**src/hw/rtl/vtp_pkg.sv**
```systemverilog
`timescale 1ns / 1ps

package vtp_pkg;

    localparam int AXES      = 3;
    localparam int COORD_W   = 16;
    localparam int COEF_W    = 21;
    localparam int PROJ_W    = 32;
    localparam int ROW_W     = AXES * COEF_W;
    localparam int REG_W     = 2 * PROJ_W;
    localparam int IDX_W     = 3;

    localparam logic [IDX_W-1:0] REG_ROW_X       = 3'd0;
    localparam logic [IDX_W-1:0] REG_ROW_Y       = 3'd1;
    localparam logic [IDX_W-1:0] REG_ROW_Z       = 3'd2;
    localparam logic [IDX_W-1:0] REG_TRANSLATION = 3'd3;
    localparam logic [IDX_W-1:0] REG_PROJ_XY     = 3'd4;
    localparam logic [IDX_W-1:0] REG_PROJ_Z      = 3'd5;

    // View transform arithmetic.
    localparam int PROD_W      = COEF_W + COORD_W;
    localparam int TRANS_SHIFT = 13;
    localparam int TERM_W      = COEF_W + TRANS_SHIFT;
    localparam int ACC_W       = 40;
    localparam int VIEW_SHIFT  = 10;
    localparam int VIEW_W      = ACC_W - VIEW_SHIFT;

    // Perspective terms.
    localparam int CLIP_W    = PROJ_W + VIEW_W;
    localparam int CZ_W      = CLIP_W + 1;
    localparam int OFF_SHIFT = 8;
    localparam int OFF_W     = PROJ_W + OFF_SHIFT;

    // Divider: quotients beyond QUO_W bits always saturate the outputs.
    localparam int DVD_W   = CZ_W;
    localparam int DVS_W   = VIEW_W + 2;
    localparam int QUO_W   = 37;
    localparam int DIV_LAT = QUO_W + 1;

    // Screen mapping.
    localparam int SCREEN_W     = 1024;
    localparam int SCREEN_H     = 768;
    localparam int SIZE_MAX     = (SCREEN_W > SCREEN_H) ? SCREEN_W : SCREEN_H;
    localparam int NDC_W        = QUO_W + 2;
    localparam int NDC_BIAS     = 65536;
    localparam int SCREEN_SHIFT = 17;
    localparam int PIX_W        = NDC_W + $clog2(SIZE_MAX + 1) + 1;

    localparam int QUEUE_DEPTH = 4;
    localparam int QPTR_W      = $clog2(QUEUE_DEPTH);

    localparam logic signed [COORD_W-1:0] SAT_MAX = 16'sh7FFF;
    localparam logic signed [COORD_W-1:0] SAT_MIN = 16'sh8000;

    typedef struct packed {
        logic [AXES-1:0][ROW_W-1:0] rows;
        logic [ROW_W-1:0]           translation;
        logic [REG_W-1:0]           proj_xy;
        logic [REG_W-1:0]           proj_z;
    } vtp_cfg_t;

    typedef struct packed {
        logic signed [CLIP_W-1:0] cx;
        logic signed [CLIP_W-1:0] cy;
        logic signed [CZ_W-1:0]   cz;
        logic signed [VIEW_W-1:0] w;
    } vtp_item_t;

    typedef struct packed {
        logic neg_x;
        logic neg_y;
        logic neg_z;
        logic cx_neg;
        logic cy_neg;
        logic cz_neg;
        logic w_zero;
        logic w_pos;
    } vtp_side_t;

    function automatic logic signed [COORD_W-1:0] sat16(input logic signed [63:0] x);
        if (x > 64'sd32767)
        begin
            return SAT_MAX;
        end
        else if (x < -64'sd32768)
        begin
            return SAT_MIN;
        end
        return x[COORD_W-1:0];
    endfunction

endpackage

```
**src/hw/rtl/vtp_queue.sv**
```systemverilog
`timescale 1ns / 1ps

module vtp_queue import vtp_pkg::*;
(
    input  logic      clk,
    input  logic      rst_n,
    input  vtp_item_t push_item,
    input  logic      push_valid,
    output logic      push_ready,
    output vtp_item_t pop_item,
    output logic      pop_valid,
    input  logic      pop_ready
);

    vtp_item_t         mem_reg [QUEUE_DEPTH];
    logic [QPTR_W-1:0] wr_ptr_reg, rd_ptr_reg;
    logic [QPTR_W:0]   count_reg;
    logic              push, pop;

    assign push_ready = count_reg != (QPTR_W + 1)'(QUEUE_DEPTH);
    assign pop_valid  = count_reg != '0;
    assign push       = push_valid && push_ready;
    assign pop        = pop_valid && pop_ready;
    assign pop_item   = mem_reg[rd_ptr_reg];

    always_ff @(posedge clk or negedge rst_n)
    begin
        if (!rst_n)
        begin
            wr_ptr_reg <= '0;
            rd_ptr_reg <= '0;
            count_reg  <= '0;
        end
        else
        begin
            if (push)
            begin
                wr_ptr_reg <= (wr_ptr_reg == QPTR_W'(QUEUE_DEPTH - 1)) ? '0
                              : wr_ptr_reg + 1'b1;
            end
            if (pop)
            begin
                rd_ptr_reg <= (rd_ptr_reg == QPTR_W'(QUEUE_DEPTH - 1)) ? '0
                              : rd_ptr_reg + 1'b1;
            end
            if (push && !pop)
            begin
                count_reg <= count_reg + 1'b1;
            end
            else if (pop && !push)
            begin
                count_reg <= count_reg - 1'b1;
            end
        end
    end

    always_ff @(posedge clk)
    begin
        if (push)
        begin
            mem_reg[wr_ptr_reg] <= push_item;
        end
    end

endmodule

```
**config.mk**
```make
export PLATFORM = sky130hd
export DESIGN_NAME = vtp_queue
export DESIGN_NICKNAME = d
export VERILOG_FILES = /design/src/hw/rtl/vtp_pkg.sv /design/src/hw/rtl/vtp_queue.sv
export SDC_FILE = /design/constraint.sdc
export NUM_CORES = 1
export LEC_CHECK = 0
export ABC_AREA = 1
export BUFFER_PORTS_ARGS = -buffer_cell sky130_fd_sc_hd__buf_4
export CAP_MARGIN = 30
export CORE_MARGIN = 3
export CORE_UTILIZATION = 45
export CTS_CLUSTER_DIAMETER = 50
export DETAILED_ROUTE_END_ITERATION = 7
export HOLD_SLACK_MARGIN = 0.08
export PLACE_DENSITY = 0.61
export SYNTH_ARGS = -nofsm -noshare
export SYNTH_HDL_FRONTEND = slang
export SYNTH_SLANG_ARGS = --single-unit
```
**constraint.sdc**
```tcl
create_clock -name clk -period 22 [get_ports clk]
set_clock_uncertainty 0.15 [all_clocks]
set_input_delay 2.2 -clock clk [delete_from_list [all_inputs] [get_ports clk]]
set_output_delay 2.2 -clock clk [all_outputs]
set_load 0.01 [all_outputs]
```
==> summary.txt <==
Critical path
  – Crit. End Element: output pin
  – Max FO, Critical Path: between 90 and 100
  – Max incr delay on CP: 950 ps
  – Startpoint Class: flip-flop
  – Worst path bufs/invs: 7
  – Critical path's most frequent cell: buf_4
  – Reg2Reg Setup Slack: 17,890 ps
  – Slowest stage cell, crit path: dfrtp_4
  – Cell family contributing the most delay on the critical path: buffers and inverters
  – CP Cell Sequence: buf_4 -> buf_16 -> buf_4 -> buf_4 -> buf_4 -> buf_16 -> nand2_1 -> o211ai_1 -> nand2_1 -> buf_4
  – Critical R2R Capture: mem_reg[0][94]
  – Reg2Reg Depth: 7
  – WS Path Type: flip-flop to output pin
  – Worst Path Required: 19,650 ps
  – R2R Path Start: count_reg[0]
  – Worst Path Arrival: 4550 ps

Clocking
  – Worst skew pair latency: 640 ps
  – CTS sink cnt: 875
  – Clock Path Buffers: 3
  – # Post-CTS Setup Buffers: 0
  – CTS clk-pin slew, worst paths: 60 ps
  – # hold bufs at CTS: 0
  – H-tree lvl count: 3
  – Resize count post-CTS: 0
  – Clk root buf: clkbuf_16
  – CTS tree: done
  – Cts bufs inserted: 101

STA
  – # setup viols final: 0
  – Final hold viol count: 0
  – Setup TNS: 0 ps
  – Hold slack final: approximately 360 ps
  – Final period util: approximately a third
  – Min Tclk post-route: 6900 ps
  – Slew HR: 32.0%
  – Unrepaired setup endpoints after global routing: false
  – Fmax: 145 MHz
  – Final Max Slew Viols: 0
  – Least-Margin Pin Slew: 1020 ps

GRT
  – GRT Residual Overflow: 0
  – First-pass GRT wire length: 120,000 um
  – All-layer global routing usage: 19.0%
  – Number of global-route vias before repair: 20.8k
  – Pin count of the biggest net entering global routing: 117
  – Initial antenna violation count: 8

Hold path
  – WHS Path Cells: 2
  – Min-Delay Endpoint: count_reg[2]
  – Worst min-delay path category: flip-flop to flip-flop
  – Hold wc startpoint: count_reg[2]

Synthesis
  – Yosys top cell by area: edfxtp_1
  – Syn_area_per_cell: ~14 um2
  – Sequential fraction of the synthesis area: ~75%
  – #FFs+latches synth: 875
  – Synth cell count leaders: edfxtp_1, nand2_1, inv_1, o211ai_1, buf_2
  – Cell count after synthesis: 2,590
  – Distinct cell type count after synthesis: 19
  – Syn nets: 2,818
  – Cell with the most instances after synthesis: edfxtp_1
  – Asr flop ratio synth: less than 1%
  – Post-synth EDFFs: 868
  – Synth warn: 0
  – Post-Syn Area: roughly 0.035 mm2
  – Prevailing post-synth register cell: edfxtp_1
  – Post-synth top area share: 74.0%
  – Synth area leaders: edfxtp_1, o211ai_1, nand2_1, inv_1, o211ai_2

Power and ir drop
  – Peak supply drop: approximately 96 uV
  – Power Density: 140 mW/mm2
  – Leakage: 16.9 nW

Routing
  – Total Wirelength: 78,900 um
  – DRT Pass-1 Iters: 5
  – Vias/cell: 5.00
  – Drt drc: 0
  – Initial DRC count: ~1.0k
  – Remaining antenna violation count: 0
  – Vias post-DR: 20.7k
  – DR WL/cell: 19.1 um

Run
  – Maxcap violations: 0

Floorplan
  – Initial core utilization: 45.9%
  – Die Wd: 286 um
  – Core area: 0.0767 mm2
  – Overall die area: 0.0817 mm2
  – Row cnt: a little over 100
  – Die Ht: 286 um
  – Io pins: 440

Cells and area
  – Share of layout cells above drive strength 1: 23.6%
  – Layout area overhead: 21.3%
  – Max reg flops: ~870
  – Layout Nets: ~3.3k
  – Fin util: between 50 and 60%

Placement
  – HPWL after DPL: 46,700 um
  – PortBufs: 439
  – GP Congestion: 0.765

Outcome
  – Status: completed
==> layout by cell type, fill, tap and decap left out, drive strengths merged <==
cell type | synthesis | layout
edfxtp | 868 | 868
nand2 | 666 | 666
buf | 134 | 474
inv | 448 | 457
o211ai | 434 | 434
clkbuf | 10 | 116
clkinv | 0 | 46
bufinv | 0 | 9
nand3 | 7 | 7
clkinvlp | 0 | 7
dfrtp | 7 | 7
ha | 6 | 6
nor2 | 6 | 6
diode | 0 | 4
o21ai | 1 | 1
xnor2 | 1 | 1
nand4 | 1 | 1
fa | 1 | 1
==> cell type report <==
cell class	count	area, um2
Timing Repair Buffer	474	3710
Antenna cell	4	10.0
Fill cell	6128	34000
Clock inverter	71	693
Inverter	448	1690
Sequential cell	875	26200
Clock buffer	116	2630
Tap cell	1030	1290
Multi-Input combinational cell	1123	6460
==> per-layer routing <==
layer / vias to the layer above / part of all wire, % / track usage [%]
li1: 9940 / - / -
met2: 500 / 50 / 31.9
met3: 126 / 8.1 / 5.86
met5: - / 0.058 / 0
met1: 10148 / 39 / 23.2
met4: 6 / 2.8 / 6.79
==> worst max-delay path by stage <==
stage / slack, ps / depth (start not counted) / from / end
after global routing: 14790 / 10 / rd_ptr_reg[0] / pop_item[84]
after CTS: 13710 / 8 / rd_ptr_reg[0] / pop_item[100]
after global placement: 14640 / 8 / rd_ptr_reg[0] / pop_item[89]
final: 15100 / 10 / rd_ptr_reg[0] / pop_item[100]
after floorplan: 9710 / 2 / push_valid / mem_reg[0][0]
after detailed placement: 14450 / 8 / rd_ptr_reg[0] / pop_item[100]
==> stage by stage <==
stage / area, um2 / std cells / setup WS, ps / total power, mW
after floorplan: 35200 / 2590 / 9710 / 3.63
after global placement: 39200 / 3943 / 14640 / 4.35
after detailed placement: 39200 / 3944 / 14450 / 4.40
after CTS: 42600 / 4131 / 13710 / 6.05
after global routing: 42700 / 4139 / 14790 / 6.33
final: 42700 / 4141 / 15100 / 6.00
==> cells by family after synthesis <==
| kind of cell | count (synthesis) | synth area share, % |
|---|---|---|
| and+or+nand+nor | 680 | 7.28 |
| buffers and inverters | 592 | 7.24 |
| AOI/OAI and AO/OA | 435 | 10.7 |
| DFF | 875 | 74.5 |
| xor gates and xnor gates | 1 | 0.0249 |
| adders and majority gates | 7 | 0.270 |
==> worst register-to-register path, delay by kind of cell, from the launching register on <==
kind,cells,cell delay (ps)
simple gates,3,620
flops,1,420
buf+inv,4,2420
==> report_power, final <==
part           leakage (nW)  total [mW]  switching [mW]  internal, mW
logic                  7.22        2.06            1.29         0.775
registers              8.03        2.30           0.111          2.19
clock network          1.61        1.63           0.661         0.970
total                  16.9        6.00            2.06          3.94
No activity file was read; power rests on OpenSTA's default activity.
